$ cat config.mk
export PLATFORM = sky130hd
export DESIGN_NAME = source_text_tokenizer
export DESIGN_NICKNAME = d
export VERILOG_FILES = /design/src/hdl/stt_pkg.sv /design/src/hdl/stt_front.sv /design/src/hdl/stt_queue.sv /design/src/hdl/stt_back.sv /design/src/hdl/source_text_tokenizer.sv
export VERILOG_INCLUDE_DIRS = /design/src /design/src/hdl
export SDC_FILE = /design/constraint.sdc
export NUM_CORES = 1
export LEC_CHECK = 0
export BUFFER_PORTS_ARGS = -buffer_cell sky130_fd_sc_hd__buf_2
export CORE_MARGIN = 3
export CORE_UTILIZATION = 69
export CTS_BUF_LIST = sky130_fd_sc_hd__clkbuf_4 sky130_fd_sc_hd__clkbuf_8
export DETAILED_ROUTE_END_ITERATION = 8
export MAX_ROUTING_LAYER = met4
export PLACE_DENSITY_LB_ADDON = 0.12
export SKIP_LAST_GASP = 1
export SYNTH_ARGS = -nofsm -noshare
export SYNTH_HDL_FRONTEND = slang
export SYNTH_SLANG_ARGS = --single-unit
$ cat constraint.sdc
create_clock -name clk -period 9.94 [get_ports clk]
set_clock_uncertainty 0.2 [all_clocks]
set_input_delay 1.988 -clock clk [delete_from_list [all_inputs] [get_ports clk]]
set_output_delay 1.988 -clock clk [all_outputs]
set_load 0.01 [all_outputs]
$ cat src/hdl/source_text_tokenizer_assert.svh
// ---------------------------------------------------------------------------
// source_text_tokenizer assertion macros
// shared property forms for the tokenizer modules, clocked on clk, off in rst
// ---------------------------------------------------------------------------
`ifndef SOURCE_TEXT_TOKENIZER_ASSERT_SVH
`define SOURCE_TEXT_TOKENIZER_ASSERT_SVH

// same-cycle implication
`define STT_ASSERT_SAME(label, cond, prop, msg) \
  label: assert property (@(posedge clk) disable iff (rst) (cond) |-> (prop)) \
    else $error(msg);

// next-cycle implication
`define STT_ASSERT_NEXT(label, cond, prop, msg) \
  label: assert property (@(posedge clk) disable iff (rst) (cond) |=> (prop)) \
    else $error(msg);

`endif

$ cat src/hdl/stt_pkg.sv
// ---------------------------------------------------------------------------
// stt_pkg
// shared types and defaults for the source text tokenizer
// ---------------------------------------------------------------------------
package stt_pkg;

  // defaults for top-level parameters
  localparam int STT_COUNTER_WIDTH = 16;
  localparam int STT_QUEUE_DEPTH   = 4;

  // bits of the packed output data word
  localparam int STT_OUT_BITS  = 65;
  localparam int STT_OUT_BYTES = (STT_OUT_BITS + 7) / 8;

  // one result as it leaves the block
  typedef struct packed {
    logic [7:0]  off;
    logic [2:0]  err;
    logic [15:0] len;
    logic [15:0] col;
    logic [15:0] line;
    logic [5:0]  kind;
  } res_t;

  // results of one input byte: none, one or two
  typedef struct packed {
    logic v0;
    logic v1;
    res_t r0;
    res_t r1;
  } pair_t;

endpackage

$ cat src/hdl/stt_front.sv
// ---------------------------------------------------------------------------
// stt_front
// byte classifier and lexer state: turns each request into a result pair
// ---------------------------------------------------------------------------
`include "source_text_tokenizer_assert.svh"

module stt_front #(
  parameter int COUNTER_WIDTH = 16
) (
  input  logic          clk,
  input  logic          rst,
  input  logic          in_valid,
  output logic          in_ready,
  input  logic [7:0]    in_byte,
  input  logic          in_end,
  output logic          push_valid,
  input  logic          push_ready,
  output stt_pkg::pair_t push_data
);
  import stt_pkg::*;

  localparam int CW = COUNTER_WIDTH;
  localparam int KEYWORD_BYTES = 8;

  // scanner modes
  typedef enum logic [5:0] {
    MODE_IDLE    = 6'b000001,
    MODE_IDENT   = 6'b000010,
    MODE_NUMBER  = 6'b000100,
    MODE_STRING  = 6'b001000,
    MODE_COMMENT = 6'b010000,
    MODE_OP      = 6'b100000
  } mode_t;

  // first half of a possible two-byte operator
  localparam logic [2:0] P_NONE  = 3'd0;
  localparam logic [2:0] P_SLASH = 3'd1;
  localparam logic [2:0] P_EQ    = 3'd2;
  localparam logic [2:0] P_BANG  = 3'd3;
  localparam logic [2:0] P_LT    = 3'd4;
  localparam logic [2:0] P_GT    = 3'd5;
  localparam logic [2:0] P_AMP   = 3'd6;
  localparam logic [2:0] P_BAR   = 3'd7;

  // token kinds
  localparam logic [5:0] K_EOF      = 6'd0;
  localparam logic [5:0] K_IDENT    = 6'd1;
  localparam logic [5:0] K_NUMBER   = 6'd2;
  localparam logic [5:0] K_STRING   = 6'd3;
  localparam logic [5:0] K_LET      = 6'd4;
  localparam logic [5:0] K_FN       = 6'd5;
  localparam logic [5:0] K_IF       = 6'd6;
  localparam logic [5:0] K_ELSE     = 6'd7;
  localparam logic [5:0] K_WHILE    = 6'd8;
  localparam logic [5:0] K_RETURN   = 6'd9;
  localparam logic [5:0] K_PRINT    = 6'd10;
  localparam logic [5:0] K_FOR      = 6'd11;
  localparam logic [5:0] K_BREAK    = 6'd12;
  localparam logic [5:0] K_CONTINUE = 6'd13;
  localparam logic [5:0] K_PLUS     = 6'd14;
  localparam logic [5:0] K_MINUS    = 6'd15;
  localparam logic [5:0] K_STAR     = 6'd16;
  localparam logic [5:0] K_SLASH    = 6'd17;
  localparam logic [5:0] K_PERCENT  = 6'd18;
  localparam logic [5:0] K_ASSIGN   = 6'd19;
  localparam logic [5:0] K_EQ       = 6'd20;
  localparam logic [5:0] K_NEQ      = 6'd21;
  localparam logic [5:0] K_LT       = 6'd22;
  localparam logic [5:0] K_LTE      = 6'd23;
  localparam logic [5:0] K_GT       = 6'd24;
  localparam logic [5:0] K_GTE      = 6'd25;
  localparam logic [5:0] K_ANDAND   = 6'd26;
  localparam logic [5:0] K_OROR     = 6'd27;
  localparam logic [5:0] K_BANG     = 6'd28;
  localparam logic [5:0] K_LPAREN   = 6'd29;
  localparam logic [5:0] K_RPAREN   = 6'd30;
  localparam logic [5:0] K_LBRACE   = 6'd31;
  localparam logic [5:0] K_RBRACE   = 6'd32;
  localparam logic [5:0] K_SEMI     = 6'd33;
  localparam logic [5:0] K_COMMA    = 6'd34;
  localparam logic [5:0] K_LBRACKET = 6'd35;
  localparam logic [5:0] K_RBRACKET = 6'd36;

  // error codes
  localparam logic [2:0] ERR_NONE    = 3'd0;
  localparam logic [2:0] ERR_ILLEGAL = 3'd1;
  localparam logic [2:0] ERR_AMP     = 3'd2;
  localparam logic [2:0] ERR_BAR     = 3'd3;
  localparam logic [2:0] ERR_UNTERM  = 3'd4;

  // characters of interest
  localparam logic [7:0] CH_LF     = 8'h0A;
  localparam logic [7:0] CH_TAB    = 8'h09;
  localparam logic [7:0] CH_CR     = 8'h0D;
  localparam logic [7:0] CH_SPACE  = 8'h20;
  localparam logic [7:0] CH_QUOTE  = 8'h22;
  localparam logic [7:0] CH_UNDER  = 8'h5F;
  localparam logic [7:0] CH_PLUS   = 8'h2B;
  localparam logic [7:0] CH_MINUS  = 8'h2D;
  localparam logic [7:0] CH_STAR   = 8'h2A;
  localparam logic [7:0] CH_PCT    = 8'h25;
  localparam logic [7:0] CH_LPAR   = 8'h28;
  localparam logic [7:0] CH_RPAR   = 8'h29;
  localparam logic [7:0] CH_LBRC   = 8'h7B;
  localparam logic [7:0] CH_RBRC   = 8'h7D;
  localparam logic [7:0] CH_SEMI   = 8'h3B;
  localparam logic [7:0] CH_COMMA  = 8'h2C;
  localparam logic [7:0] CH_LBRK   = 8'h5B;
  localparam logic [7:0] CH_RBRK   = 8'h5D;
  localparam logic [7:0] CH_SLASH  = 8'h2F;
  localparam logic [7:0] CH_EQ     = 8'h3D;
  localparam logic [7:0] CH_BANG   = 8'h21;
  localparam logic [7:0] CH_LT     = 8'h3C;
  localparam logic [7:0] CH_GT     = 8'h3E;
  localparam logic [7:0] CH_AMP    = 8'h26;
  localparam logic [7:0] CH_BAR    = 8'h7C;

  localparam logic [CW-1:0] ONE    = CW'(1);
  localparam logic [CW-1:0] KW_MAX = CW'(KEYWORD_BYTES);

  // keyword match on the buffer, first byte in the low bits
  function automatic logic [5:0] keyword_kind(input logic [63:0] kw);
    logic [5:0] k;
    unique case (kw)
      64'h0000_0000_0074_656C: k = K_LET;
      64'h0000_0000_0000_6E66: k = K_FN;
      64'h0000_0000_0000_6669: k = K_IF;
      64'h0000_0000_6573_6C65: k = K_ELSE;
      64'h0000_0065_6C69_6877: k = K_WHILE;
      64'h0000_6E72_7574_6572: k = K_RETURN;
      64'h0000_0074_6E69_7270: k = K_PRINT;
      64'h0000_0000_0072_6F66: k = K_FOR;
      64'h0000_006B_6165_7262: k = K_BREAK;
      64'h6575_6E69_746E_6F63: k = K_CONTINUE;
      default:                 k = K_IDENT;
    endcase
    return k;
  endfunction

  function automatic res_t mk_res(input logic [5:0] kind, input logic [15:0] line,
                                  input logic [15:0] col, input logic [15:0] len,
                                  input logic [2:0] err, input logic [7:0] off);
    res_t r;
    r.kind = kind;
    r.line = line;
    r.col  = col;
    r.len  = len;
    r.err  = err;
    r.off  = off;
    return r;
  endfunction

  // lexer state
  mode_t         mode, mode_next;
  logic [2:0]    pend, pend_next;
  logic [CW-1:0] line, line_next;
  logic [CW-1:0] col, col_next;
  logic [CW-1:0] tline, tline_next;
  logic [CW-1:0] tcol, tcol_next;
  logic [CW-1:0] tlen, tlen_next;
  logic [63:0]   kwbuf, kwbuf_next;
  logic          stopped, stopped_next;

  logic acc;
  logic is_digit, is_alpha, is_blank;

  // start-of-token decode
  mode_t      sb_mode;
  logic [2:0] sb_pend;
  logic       sb_begin, sb_len1, sb_emit, sb_fail;
  logic [5:0] sb_kind;
  res_t       sb_res;

  // pending operator flush decode
  logic       fo_emit, fo_fail;
  logic [5:0] fo_kind;
  logic [2:0] fo_err;
  logic [7:0] fo_off;
  res_t       fo_res;

  logic [5:0] word_kind;
  res_t       tok_res;
  logic       a_v, b_v, do_sb;
  res_t       a_res, b_res;

  assign acc      = in_valid && push_ready;
  assign in_ready = push_ready;

  // byte classes
  assign is_digit = (in_byte >= 8'h30) && (in_byte <= 8'h39);
  assign is_alpha = ((in_byte >= 8'h61) && (in_byte <= 8'h7A)) ||
                    ((in_byte >= 8'h41) && (in_byte <= 8'h5A)) || (in_byte == CH_UNDER);
  assign is_blank = (in_byte == CH_SPACE) || (in_byte == CH_TAB) ||
                    (in_byte == CH_LF) || (in_byte == CH_CR);

  // what a byte does when it opens a token
  always_comb begin
    sb_mode  = MODE_IDLE;
    sb_pend  = P_NONE;
    sb_begin = 1'b0;
    sb_len1  = 1'b0;
    sb_emit  = 1'b0;
    sb_fail  = 1'b0;
    sb_kind  = K_EOF;
    if (is_blank) begin
      sb_mode = MODE_IDLE;
    end else if (is_digit) begin
      sb_mode  = MODE_NUMBER;
      sb_begin = 1'b1;
      sb_len1  = 1'b1;
    end else if (is_alpha) begin
      sb_mode  = MODE_IDENT;
      sb_begin = 1'b1;
      sb_len1  = 1'b1;
    end else if (in_byte == CH_QUOTE) begin
      sb_mode  = MODE_STRING;
      sb_begin = 1'b1;
    end else begin
      case (in_byte)
        CH_PLUS:  begin sb_emit = 1'b1; sb_kind = K_PLUS;     end
        CH_MINUS: begin sb_emit = 1'b1; sb_kind = K_MINUS;    end
        CH_STAR:  begin sb_emit = 1'b1; sb_kind = K_STAR;     end
        CH_PCT:   begin sb_emit = 1'b1; sb_kind = K_PERCENT;  end
        CH_LPAR:  begin sb_emit = 1'b1; sb_kind = K_LPAREN;   end
        CH_RPAR:  begin sb_emit = 1'b1; sb_kind = K_RPAREN;   end
        CH_LBRC:  begin sb_emit = 1'b1; sb_kind = K_LBRACE;   end
        CH_RBRC:  begin sb_emit = 1'b1; sb_kind = K_RBRACE;   end
        CH_SEMI:  begin sb_emit = 1'b1; sb_kind = K_SEMI;     end
        CH_COMMA: begin sb_emit = 1'b1; sb_kind = K_COMMA;    end
        CH_LBRK:  begin sb_emit = 1'b1; sb_kind = K_LBRACKET; end
        CH_RBRK:  begin sb_emit = 1'b1; sb_kind = K_RBRACKET; end
        CH_SLASH: begin sb_mode = MODE_OP; sb_begin = 1'b1; sb_pend = P_SLASH; end
        CH_EQ:    begin sb_mode = MODE_OP; sb_begin = 1'b1; sb_pend = P_EQ;    end
        CH_BANG:  begin sb_mode = MODE_OP; sb_begin = 1'b1; sb_pend = P_BANG;  end
        CH_LT:    begin sb_mode = MODE_OP; sb_begin = 1'b1; sb_pend = P_LT;    end
        CH_GT:    begin sb_mode = MODE_OP; sb_begin = 1'b1; sb_pend = P_GT;    end
        CH_AMP:   begin sb_mode = MODE_OP; sb_begin = 1'b1; sb_pend = P_AMP;   end
        CH_BAR:   begin sb_mode = MODE_OP; sb_begin = 1'b1; sb_pend = P_BAR;   end
        default:  sb_fail = 1'b1;
      endcase
    end
    sb_res = sb_fail ? mk_res(K_EOF, 16'(line), 16'(col), 16'd0, ERR_ILLEGAL, in_byte)
                     : mk_res(sb_kind, 16'(line), 16'(col), 16'd1, ERR_NONE, 8'd0);
  end

  // pending operator without its partner: single form or error
  always_comb begin
    fo_emit = 1'b0;
    fo_fail = 1'b0;
    fo_kind = K_EOF;
    fo_err  = ERR_NONE;
    fo_off  = 8'd0;
    unique case (pend)
      P_SLASH: begin fo_emit = 1'b1; fo_kind = K_SLASH;  end
      P_EQ:    begin fo_emit = 1'b1; fo_kind = K_ASSIGN; end
      P_BANG:  begin fo_emit = 1'b1; fo_kind = K_BANG;   end
      P_LT:    begin fo_emit = 1'b1; fo_kind = K_LT;     end
      P_GT:    begin fo_emit = 1'b1; fo_kind = K_GT;     end
      P_AMP:   begin fo_fail = 1'b1; fo_err = ERR_AMP; fo_off = CH_AMP; end
      P_BAR:   begin fo_fail = 1'b1; fo_err = ERR_BAR; fo_off = CH_BAR; end
      default: fo_emit = 1'b0;
    endcase
    fo_res = fo_fail ? mk_res(K_EOF, 16'(tline), 16'(tcol), 16'd0, fo_err, fo_off)
                     : mk_res(fo_kind, 16'(tline), 16'(tcol), 16'd1, ERR_NONE, 8'd0);
  end

  // finished identifier or number
  assign word_kind = (tlen <= KW_MAX) ? keyword_kind(kwbuf) : K_IDENT;
  assign tok_res   = mk_res((mode == MODE_IDENT) ? word_kind : K_NUMBER,
                            16'(tline), 16'(tcol), 16'(tlen), ERR_NONE, 8'd0);

  // next state and results of one request
  always_comb begin
    mode_next    = mode;
    pend_next    = pend;
    line_next    = line;
    col_next     = col;
    tline_next   = tline;
    tcol_next    = tcol;
    tlen_next    = tlen;
    kwbuf_next   = kwbuf;
    stopped_next = stopped;
    a_v          = 1'b0;
    a_res        = tok_res;
    b_v          = 1'b0;
    b_res        = sb_res;
    do_sb        = 1'b0;

    if (acc && !stopped) begin
      if (in_end) begin
        // flush the open token, then end of text unless the flush stopped on an error
        unique case (mode)
          MODE_IDENT, MODE_NUMBER: begin
            a_v = 1'b1;
          end
          MODE_STRING: begin
            a_v          = 1'b1;
            a_res        = mk_res(K_EOF, 16'(tline), 16'(tcol), 16'd0, ERR_UNTERM, 8'd0);
            stopped_next = 1'b1;
          end
          MODE_OP: begin
            a_v   = fo_emit || fo_fail;
            a_res = fo_res;
            if (fo_fail) stopped_next = 1'b1;
          end
          default: a_v = 1'b0;
        endcase
        if (!stopped_next) begin
          b_v        = 1'b1;
          b_res      = mk_res(K_EOF, 16'(line), 16'(col), 16'd0, ERR_NONE, 8'd0);
          mode_next  = MODE_IDLE;
          pend_next  = P_NONE;
          line_next  = ONE;
          col_next   = ONE;
          tline_next = ONE;
          tcol_next  = ONE;
          tlen_next  = '0;
          kwbuf_next = '0;
        end
      end else begin
        unique case (mode)
          MODE_IDENT: begin
            if (is_alpha || is_digit) begin
              if (tlen < KW_MAX) kwbuf_next[8*tlen[2:0] +: 8] = in_byte;
              if (tlen != '1) tlen_next = tlen + ONE;
            end else begin
              a_v   = 1'b1;
              do_sb = 1'b1;
            end
          end
          MODE_NUMBER: begin
            if (is_digit) begin
              if (tlen != '1) tlen_next = tlen + ONE;
            end else begin
              a_v   = 1'b1;
              do_sb = 1'b1;
            end
          end
          MODE_STRING: begin
            if (in_byte == CH_QUOTE) begin
              a_v       = 1'b1;
              a_res     = mk_res(K_STRING, 16'(tline), 16'(tcol), 16'(tlen), ERR_NONE, 8'd0);
              mode_next = MODE_IDLE;
            end else if (tlen != '1) begin
              tlen_next = tlen + ONE;
            end
          end
          MODE_COMMENT: begin
            if (in_byte == CH_LF) mode_next = MODE_IDLE;
          end
          MODE_OP: begin
            if (pend == P_SLASH && in_byte == CH_SLASH) begin
              mode_next = MODE_COMMENT;
              pend_next = P_NONE;
            end else if (in_byte == CH_EQ &&
                         (pend == P_EQ || pend == P_BANG || pend == P_LT || pend == P_GT)) begin
              a_v       = 1'b1;
              a_res     = mk_res((pend == P_EQ) ? K_EQ : (pend == P_BANG) ? K_NEQ :
                                 (pend == P_LT) ? K_LTE : K_GTE,
                                 16'(tline), 16'(tcol), 16'd2, ERR_NONE, 8'd0);
              mode_next = MODE_IDLE;
              pend_next = P_NONE;
            end else if ((pend == P_AMP && in_byte == CH_AMP) ||
                         (pend == P_BAR && in_byte == CH_BAR)) begin
              a_v       = 1'b1;
              a_res     = mk_res((pend == P_AMP) ? K_ANDAND : K_OROR,
                                 16'(tline), 16'(tcol), 16'd2, ERR_NONE, 8'd0);
              mode_next = MODE_IDLE;
              pend_next = P_NONE;
            end else begin
              a_v       = fo_emit || fo_fail;
              a_res     = fo_res;
              mode_next = MODE_IDLE;
              pend_next = P_NONE;
              if (fo_fail) stopped_next = 1'b1;
              else do_sb = 1'b1;
            end
          end
          default: begin
            do_sb = 1'b1;
          end
        endcase

        // the byte opens a new token
        if (do_sb) begin
          mode_next = sb_mode;
          pend_next = sb_pend;
          b_v       = sb_emit || sb_fail;
          if (sb_begin) begin
            tline_next = line;
            tcol_next  = col;
            tlen_next  = sb_len1 ? ONE : '0;
            kwbuf_next = sb_len1 && is_alpha ? {56'd0, in_byte} : 64'd0;
          end
          if (sb_fail) stopped_next = 1'b1;
        end

        // position after the byte
        if (in_byte == CH_LF) begin
          if (line != '1) line_next = line + ONE;
          col_next = ONE;
        end else if (col != '1) begin
          col_next = col + ONE;
        end
      end
    end
  end

  // pack results into the queue entry
  assign push_valid   = acc && (a_v || b_v);
  assign push_data.v0 = a_v || b_v;
  assign push_data.v1 = a_v && b_v;
  assign push_data.r0 = a_v ? a_res : b_res;
  assign push_data.r1 = b_res;

  // lexer registers
  always_ff @(posedge clk) begin
    if (rst) begin
      mode    <= MODE_IDLE;
      pend    <= P_NONE;
      line    <= ONE;
      col     <= ONE;
      tline   <= ONE;
      tcol    <= ONE;
      tlen    <= '0;
      kwbuf   <= '0;
      stopped <= 1'b0;
    end else begin
      mode    <= mode_next;
      pend    <= pend_next;
      line    <= line_next;
      col     <= col_next;
      tline   <= tline_next;
      tcol    <= tcol_next;
      tlen    <= tlen_next;
      kwbuf   <= kwbuf_next;
      stopped <= stopped_next;
    end
  end

  // checks
  `STT_ASSERT_NEXT(a_stop_sticks, stopped, stopped, "tokenizer left error stop without reset")
  `STT_ASSERT_SAME(a_stop_silent, stopped, !push_valid, "result produced after error stop")
  `STT_ASSERT_SAME(a_pend_in_op, mode != MODE_OP, pend == P_NONE, "operator pending outside op mode")

endmodule

$ cat src/hdl/stt_queue.sv
// ---------------------------------------------------------------------------
// stt_queue
// short first-in first-out queue of result pairs between front and back
// ---------------------------------------------------------------------------
`include "source_text_tokenizer_assert.svh"

module stt_queue #(
  parameter int QUEUE_DEPTH = 4
) (
  input  logic           clk,
  input  logic           rst,
  input  logic           push_valid,
  output logic           push_ready,
  input  stt_pkg::pair_t push_data,
  output logic           pop_valid,
  input  logic           pop_ready,
  output stt_pkg::pair_t pop_data
);
  import stt_pkg::*;

  localparam int PTR_W = (QUEUE_DEPTH > 1) ? $clog2(QUEUE_DEPTH) : 1;
  localparam int CNT_W = $clog2(QUEUE_DEPTH + 1);
  localparam logic [PTR_W-1:0] LAST_PTR = PTR_W'(QUEUE_DEPTH - 1);
  localparam logic [CNT_W-1:0] FULL_CNT = CNT_W'(QUEUE_DEPTH);

  pair_t            mem [QUEUE_DEPTH];
  logic [PTR_W-1:0] wr_ptr, rd_ptr;
  logic [CNT_W-1:0] count;
  logic             do_push, do_pop;

  assign push_ready = (count != FULL_CNT);
  assign pop_valid  = (count != '0);
  assign pop_data   = mem[rd_ptr];
  assign do_push    = push_valid && push_ready;
  assign do_pop     = pop_valid && pop_ready;

  // storage
  always_ff @(posedge clk) begin
    if (do_push) mem[wr_ptr] <= push_data;
  end

  // pointers and fill count
  always_ff @(posedge clk) begin
    if (rst) begin
      wr_ptr <= '0;
      rd_ptr <= '0;
      count  <= '0;
    end else begin
      if (do_push) wr_ptr <= (wr_ptr == LAST_PTR) ? '0 : wr_ptr + PTR_W'(1);
      if (do_pop)  rd_ptr <= (rd_ptr == LAST_PTR) ? '0 : rd_ptr + PTR_W'(1);
      if (do_push && !do_pop)      count <= count + CNT_W'(1);
      else if (do_pop && !do_push) count <= count - CNT_W'(1);
    end
  end

  // checks
  `STT_ASSERT_SAME(a_count_range, 1'b1, count <= FULL_CNT, "queue fill count beyond depth")

endmodule

$ cat src/hdl/stt_back.sv
// ---------------------------------------------------------------------------
// stt_back
// unpacks result pairs and drives the registered output stream
// ---------------------------------------------------------------------------
`include "source_text_tokenizer_assert.svh"

module stt_back (
  input  logic           clk,
  input  logic           rst,
  input  logic           pop_valid,
  output logic           pop_ready,
  input  stt_pkg::pair_t pop_data,
  output logic           out_valid,
  input  logic           out_ready,
  output stt_pkg::res_t  out_res,
  output logic           out_last
);
  import stt_pkg::*;

  logic take;
  logic spare_valid;
  res_t spare_res;

  // output slot free or emptied this cycle
  assign take      = !out_valid || out_ready;
  assign pop_ready = take && !spare_valid;

  // control
  always_ff @(posedge clk) begin
    if (rst) begin
      out_valid   <= 1'b0;
      spare_valid <= 1'b0;
    end else if (take) begin
      if (spare_valid) begin
        out_valid   <= 1'b1;
        spare_valid <= 1'b0;
      end else if (pop_valid) begin
        out_valid   <= 1'b1;
        spare_valid <= pop_data.v1;
      end else begin
        out_valid <= 1'b0;
      end
    end
  end

  // payload
  always_ff @(posedge clk) begin
    if (take) begin
      if (spare_valid) begin
        out_res  <= spare_res;
        out_last <= 1'b1;
      end else if (pop_valid) begin
        out_res   <= pop_data.r0;
        out_last  <= !pop_data.v1;
        spare_res <= pop_data.r1;
      end
    end
  end

  // checks
  `STT_ASSERT_SAME(a_spare_behind, spare_valid, out_valid, "second result held without first")
  `STT_ASSERT_SAME(a_pair_nonempty, pop_valid && pop_ready, pop_data.v0, "empty pair in queue")

endmodule

$ cat src/hdl/source_text_tokenizer.sv
// ---------------------------------------------------------------------------
// source_text_tokenizer
// streaming lexer: source bytes in, tokens with position and length out
// ---------------------------------------------------------------------------
//  channel  dir  tdata                          tlast / tuser
//  s_axis   in   [7:0] text_byte                tlast: end_of_input
//  m_axis   out  kind,line,col,len,err,off      tlast: last_of_run
//
//  one source byte is taken per cycle while the result queue has room
//  the output register gives one token per cycle while m_axis_tready is high;
//  two results of one byte (token ended by an operator or error, flush plus
//  eof) leave in turn, and the queue of QUEUE_DEPTH pairs absorbs such bursts
//  reset is synchronous and sets line and column to one, no clearing pass
//  after an error, bytes are still taken but give no result until reset
// ---------------------------------------------------------------------------
module source_text_tokenizer #(
  parameter int COUNTER_WIDTH = stt_pkg::STT_COUNTER_WIDTH,
  parameter int QUEUE_DEPTH   = stt_pkg::STT_QUEUE_DEPTH
) (
  input  logic                                clk,
  input  logic                                rst,
  input  logic                                s_axis_tvalid,
  output logic                                s_axis_tready,
  // [7:0] text_byte
  input  logic [7:0]                          s_axis_tdata,
  input  logic                                s_axis_tlast,
  output logic                                m_axis_tvalid,
  input  logic                                m_axis_tready,
  // [5:0] token_kind, [21:6] start_line, [37:22] start_column,
  // [53:38] lexeme_length, [56:54] error_code, [64:57] offending_byte
  output logic [8*stt_pkg::STT_OUT_BYTES-1:0] m_axis_tdata,
  output logic                                m_axis_tlast
);
  import stt_pkg::*;

  logic  push_valid, push_ready, pop_valid, pop_ready;
  pair_t push_data, pop_data;
  res_t  out_res;

  // front: classify bytes and run the scanner
  stt_front #(
    .COUNTER_WIDTH(COUNTER_WIDTH)
  ) u_front (
    .clk        (clk),
    .rst        (rst),
    .in_valid   (s_axis_tvalid),
    .in_ready   (s_axis_tready),
    .in_byte    (s_axis_tdata),
    .in_end     (s_axis_tlast),
    .push_valid (push_valid),
    .push_ready (push_ready),
    .push_data  (push_data)
  );

  // queue of result pairs
  stt_queue #(
    .QUEUE_DEPTH(QUEUE_DEPTH)
  ) u_queue (
    .clk        (clk),
    .rst        (rst),
    .push_valid (push_valid),
    .push_ready (push_ready),
    .push_data  (push_data),
    .pop_valid  (pop_valid),
    .pop_ready  (pop_ready),
    .pop_data   (pop_data)
  );

  // back: one result per output request
  stt_back u_back (
    .clk       (clk),
    .rst       (rst),
    .pop_valid (pop_valid),
    .pop_ready (pop_ready),
    .pop_data  (pop_data),
    .out_valid (m_axis_tvalid),
    .out_ready (m_axis_tready),
    .out_res   (out_res),
    .out_last  (m_axis_tlast)
  );

  // output word, padded to whole bytes
  assign m_axis_tdata = (8*STT_OUT_BYTES)'(out_res);

endmodule
# After elaboration in Yosys (flattened, before gate mapping)

Memories as Yosys holds them, arrays and structs flattened. A register that Yosys moved wholly into a read port is not among the register bits.
Index checks and enable logic that the tools add are counted.

Memory bits (writable): 528
Memories kept: 1
Word-level logic and storage cells: 314
Bits of input ports: 13
Output and inout port bits: 75
Register bits after elaboration: 294

Memories:

| memory      | words | bits a word | rd ports | clocked after memory_dff | wr ports | line            | text |
|---|---|---|---|---|---|---|---|
| u_queue.mem | 4     | 132         | 1        | 1                        | 1        | stt_queue.sv:26 | `pair_t mem [QUEUE_DEPTH];` |

Muxes and demuxes: 149
Bitwise logic cells: 1
Add/subtract/negate cells: 8
$lt $le $gt $ge: 8
Shift-type cells: 2
Equality and inequality tests: 56
Reductions and logical operators: 62

Operators with widths:

| cell                                                   | number |
|---|---|
| two-way mux 65 bit                                     | 11 |
| two-way mux 64 bit                                     | 9 |
| two-way mux 16 bit                                     | 21 |
| == test 64 x 39 -> 1 bit (second input constant)       | 3 |
| case mux 65 bit (2 select lines)                       | 1 |
| == test 64 x 15 -> 1 bit (second input constant)       | 2 |
| == test 64 x 23 -> 1 bit (second input constant)       | 2 |
| == test 8 x 6 -> 1 bit (second input constant)         | 16 |
| case mux 64 bit (2 select lines)                       | 1 |
| two-way mux 6 bit                                      | 18 |
| case mux 6 bit (12 select lines)                       | 1 |
| bitwise mux 64 bit                                     | 1 |
| == test 64 x 31 -> 1 bit (second input constant)       | 1 |
| == test 64 x 47 -> 1 bit (second input constant)       | 1 |
| == test 64 x 63 -> 1 bit (second input constant)       | 1 |
| variable shift 8 x 34 -> 64 bit (first input constant) | 1 |
| variable part select 8 x 34 -> 64 bit                  | 1 |
| two-way mux 1 bit                                      | 57 |
| adder 16 x 1 -> 16 bit (second input constant)         | 3 |
| == test 8 x 7 -> 1 bit (second input constant)         | 6 |
| inequality test 16 bit (second input constant)         | 3 |
| case mux 16 bit (3 select lines)                       | 1 |
| case mux 4 bit (10 select lines)                       | 1 |
| negator 6 -> 34 bit                                    | 1 |
| 51 further kinds                                       | 123 |

# Longest topological paths before layout

Depth after elaboration: 20
Mapped depth: 15
Depth with buffers taken out: 12

# By module

Synthesis repeated with hierarchy kept, for this count alone.

Cell total of the unflattened synthesis: 2179
Area total of the unflattened synthesis: 34305.4 um2

By module, submodules not included:

| module                | sequential area each (um2) | cells an instance | area each (um2) | instances |
|---|---|---|---|---|
| stt_queue             | 16035.4                    | 738               | 19511.2         | 1 |
| stt_front             | 3083.0                     | 1215              | 9864.5          | 1 |
| stt_back              | 3973.8                     | 218               | 4873.4          | 1 |
| source_text_tokenizer | 0.0                        | 8                 | 56.3            | 1 |

# Worst setup path after synthesis

Ideal clock, no wire load.

Path kind: input to register
Start: input m_axis_tready
End: register u_queue.count[2]
Data required time: 9669 ps
Data arrival time: 7072 ps
Setup time: 71 ps
Buffers on the path: 0
Stages on the path: 9
Slack: 2598 ps
Cells stage by stage: nor2b_1 nor3_1 inv_1 ha_1 inv_1 fa_1 xor2_1 or3_1 a21oi_1

Cells in the longest elaborated chain, start to end: 6
Elaborated cells on any way between the ends: 8
Classes of those cells: mux: 1; reduce/logical: 7

RTL lines:

| element                                                 | line                        | text |
|---|---|---|
| start, declared                                         | source_text_tokenizer.sv:28 | `input logic m_axis_tready,` |
| logical OR 1 bit (*)                                    | stt_back.sv:25              | `assign take = !out_valid \|\| out_ready;` |
| logical AND 1 bit (*)                                   | stt_back.sv:26              | `assign pop_ready = take && !spare_valid;` |
| logical AND 1 bit (*)                                   | stt_queue.sv:35             | `assign do_pop = pop_valid && pop_ready;` |
| net u_queue.do_pop                                      | stt_queue.sv:29             | `logic do_push, do_pop;` |
| zero test 1 bit                                         | stt_queue.sv:51             | `if (do_push && !do_pop) count <= count + CNT_W'(1);` |
| logical AND 1 bit                                       | stt_queue.sv:51             |  |
| two-way mux 3 bit or nonzero test 2 bit (tied branches) | -                           |  |
| end signal, assigned                                    | stt_queue.sv:51             |  |
| end signal, assigned                                    | stt_queue.sv:52             | `else if (do_pop && !do_push) count <= count - CNT_W'(1);` |
| end, declared                                           | stt_queue.sv:28             | `logic [CNT_W-1:0] count;` |

Mark *: on every way through the listed nets, which the timed path passes. The rest lies on a longest branch.
A chain may end at the register's enable or synchronous reset.

# Worst setup path in the final report

Start: input s_axis_tdata[1]
End: memory u_queue.mem[3][123] (netlist name) (enable)

Cells in the longest elaborated chain, start to end: 17
Elaborated cells on any way between the ends: 81
Classes of those cells: order compare: 6; eq/ne: 25; mux: 30; reduce/logical: 20

RTL lines:

| element                                                                  | line                               | text |
|---|---|---|
| start, declared                                                          | source_text_tokenizer.sv:25        | `input logic [7:0] s_axis_tdata,` |
| greater-or-equal comparator 8 x 7 -> 1 bit, or another cell as far along | stt_front.sv:191                   | `assign is_alpha = ((in_byte >= 8'h61) && (in_byte <= 8'h7A)) \|\|` |
| logical AND 1 bit, on equally long branches                              | -                                  |  |
| logical OR 1 bit, on equally long branches                               | stt_front.sv:191, stt_front.sv:363 |  |
| logical OR 1 bit or two-way mux 1 bit (tied branches)                    | stt_front.sv:192, stt_front.sv:363 |  |
| logical OR 1 bit or two-way mux 1 bit (tied branches)                    | stt_front.sv:323, stt_front.sv:355 |  |
| two-way mux 1 bit, on equally long branches                              | stt_front.sv:323, stt_front.sv:352 |  |
| case mux 1 bit (4 select lines)                                          | stt_front.sv:321                   | `unique case (mode)` |
| two-way mux 1 bit                                                        | stt_front.sv:290                   | `if (in_end) begin` |
| [2 not listed]                                                           | -                                  |  |
| two-way mux 1 bit                                                        | stt_front.sv:290                   |  |
| two-way mux 1 bit                                                        | stt_front.sv:289                   | `if (acc && !stopped) begin` |
| logical OR 1 bit (*)                                                     | stt_front.sv:410                   | `assign push_valid = acc && (a_v \|\| b_v);` |
| logical AND 1 bit (*)                                                    | stt_front.sv:410                   |  |
| logical AND 1 bit (*)                                                    | stt_queue.sv:34                    | `assign do_push = push_valid && push_ready;` |
| net u_queue.do_push                                                      | stt_queue.sv:29                    |  |
| two-way mux 1 bit (*)                                                    | stt_queue.sv:39                    | `if (do_push) mem[wr_ptr] <= push_data;` |
| two-way mux 1 bit (not written as such) (*)                              | stt_queue.sv:39                    |  |
| end, declared                                                            | stt_queue.sv:26                    |  |

Mark *: on every way through the listed nets, which the timed path passes. The rest lies on a longest branch. The select of a mux whose other input is x is not followed.

==> impl_metrics.json <==
{
  "status": "completed",
  "drc_errors": 0,
  "synthFlopType": "edfxtp_1",
  "grt_max_degree": 70,
  "grt_overflow": 0,
  "drtPass1Iterations": 6,
  "initial_core_util": 0.706,
  "finalHoldViolations": 0,
  "hold_buffers": 0,
  "holdWs_ns": 0.267,
  "synth_top_area_share": 0.571,
  "numCtsBuffers": 109,
  "yosysMostFrequentCell": "edfxtp_1",
  "cp_data_required_time_ns": 10.07,
  "finalWeightedCongestion": 0.920,
  "async_flop_share": 0,
  "clk_latency_ns": 0.71,
  "via_count": 17740,
  "syn_area_um2": 30000,
  "p_leak_nw": 11.0,
  "ant_nets": 0,
  "wirelength_mm": 66.6,
  "place.port_buffers": 80,
  "synth.distinct_cells": 84,
  "grt_antenna_before_repair": 2,
  "area_growth_pct": 10.6,
  "wl_per_cell_um": 24.7,
  "crit_type": "in -> reg",
  "grt_pass1_wl_mm": 105,
  "row_count": 75,
  "hpwl_mm": 39.5,
  "nets": 2044,
  "synthMuxAreaShare": 0.119,
  "period_share": 0.600,
  "synth-seq-area-share": 0.682,
  "fin_setup_tns_ns": 0,
  "vias_per_cell": 6.59,
  "max_freq_ghz": 0.168,
  "core_area_um2": 42400,
  "die_y_um": 214,
  "clockBufferDepth": 3,
  "fp.dieW_um": 214,
  "drive_gt1_frac": 0.249,
  "p_per_area_nw_per_um2": 252,
  "clock_sinks": 735,
  "end_kind": "register",
  "synth_area_leaders": "edfxtp_1 (57%), dfxtp_1 (11%), mux4_2 (8.6%), mux2_2 (3.1%), a22o_1 (1.4%)",
  "syn_area_per_cell_um2": 15.7,
  "die_area_um2": 46000,
  "yosys.area_share.simple": 0.0987,
  "grt_pass1_vias": 18147,
  "synth_top_cell_by_area": "edfxtp_1",
  "tightestPinTransition_ns": 1.13,
  "fin_crit_ns": 5.97,
  "yosysWarnings": 0,
  "rsz0062_at_grt": "no",
  "synth_top_cells_by_count": "edfxtp_1 (570), dfxtp_1 (165), mux4_2 (114)",
  "synth-compound-area-share": 0.0672,
  "finalSetupViolations": 0,
  "min_path_type": "reg -> reg",
  "ys_ff_latch": 735,
  "crit_path_start_kind": "primary input",
  "cts_tree": "yes",
  "grt_usage": 0.304,
  "clkTransAtPathRegs_ns": 0.06,
  "synth_top_family_by_area": "multiplexers",
  "synthesis.instances": 1904,
  "synthAdderAreaFrac": 0.00643,
  "drt_iter0_markers": 1765,
  "drv_cap": 0,
  "peakVddDrop_mv": 0.208,
  "clock-root-buffer": "clkbuf_8",
  "relSlewSlack": 0.248,
  "htreeDepth": 3,
  "cts.repair.resized": 0,
  "io-pin-count": 88,
  "cp_max_fo": 69,
  "cp_data_arrival_time_ns": 6.10,
  "postCtsSetupBuffers": 0,
  "synthXorXnorAreaFrac": 0.00789,
  "synth_edf_count": 570,
  "drv_slew": 0
}
-- cell usage in the layout, fill, tap and decap left out, drive strengths merged, types with 46 or more instances in the layout --
| cell type | instances |
|---|---|
| a21oi | 64 |
| mux2 | 82 |
| nand2 | 64 |
| buf | 98 |
| dfxtp | 165 |
| nor3 | 51 |
| nor2 | 95 |
| a22o | 47 |
| nand3 | 46 |
| mux4 | 114 |
| edfxtp | 570 |
| clkbuf | 169 |
-- cell families after synthesis --
kind of cell / after synthesis
buffers and inverters: 130
adders and majority gates: 15
muxes: 202
DFF: 735
other: 1
AOI/OAI and AO/OA: 277
xor gates and xnor gates: 27
and+or+nand+nor: 517
-- worst max-delay path, cell delays in order --
cell and delay (ns):
buf_2 0.35, and2_4 0.24, o2111ai_1 0.20, a21oi_1 0.63, nand2b_1 0.26, o31a_1 0.35
o21ai_2 0.34, and2_4 0.96, buf_4 0.72
-- registers in the layout (all words and copies together), names as in the netlist, 3 cells and up, named ones only --
register,flops
u_front.tline,16
u_back.spare_res,48
u_queue.count,3
u_front.mode,6
u_front.col,16
u_queue.mem,456
u_front.pend,3
u_front.tcol,16
u_front.tlen,16
u_front.kwbuf,64
u_back.out_res,65
u_front.line,16
-- path summary, 6_finish.rpt --
kind | cells after the start | slack (ns) | endpoint | start
hold / removal | 1 | 0.27 | u_front.kwbuf[47] | u_front.kwbuf[47]
setup / recovery | 9 | 3.97 | u_queue.mem[3][123] | s_axis_tdata[1]
hold reg to reg | 1 | 0.27 | u_front.kwbuf[47] | u_front.kwbuf[47]
setup reg to reg | 8 | 4.98 | u_queue.mem[3][123] | u_front.mode[3]
-- layer usage --
layer / share of wire / GRT usage / wire length, µm
met5: 0 / - / 0
met3: 0.066 / 0.0473 / 4400
met2: 0.49 / 0.478 / 32600
met1: 0.42 / 0.421 / 27900
met4: 0.024 / 0.0940 / 1580
-- stage by stage --
step	total power, W	cell area, µm²	std cells	util	setup slack [ns]
after floorplan	0.00532	30000	1910	-	2.60
after global placement	0.00582	30800	2483	0.726	3.38
after detailed placement	0.00588	30800	2483	0.726	3.24
after CTS	0.00840	33100	2690	0.781	4.01
after global routing	0.00868	33100	2692	0.782	3.71
final	0.00834	33100	2692	0.782	3.97
-- area by class of cell --
cell class                      instances  area, µm²
Timing Repair Buffer                   98        536
Antenna cell                            2       5.00
Inverter                               28        105
Fill cell                            2364       9270
Clock buffer                          169       2040
Multi-Input combinational cell       1045       9020
Tap cell                              577        722
Clock inverter                         38        284
Sequential cell                       735      20400
-- power breakdown --
group          switching (W)  internal (W)
Combinational       0.000912      0.000718
Sequential          0.000226       0.00396
Clock                0.00113       0.00140
Note: power is estimated with default switching activity, not from simulation.
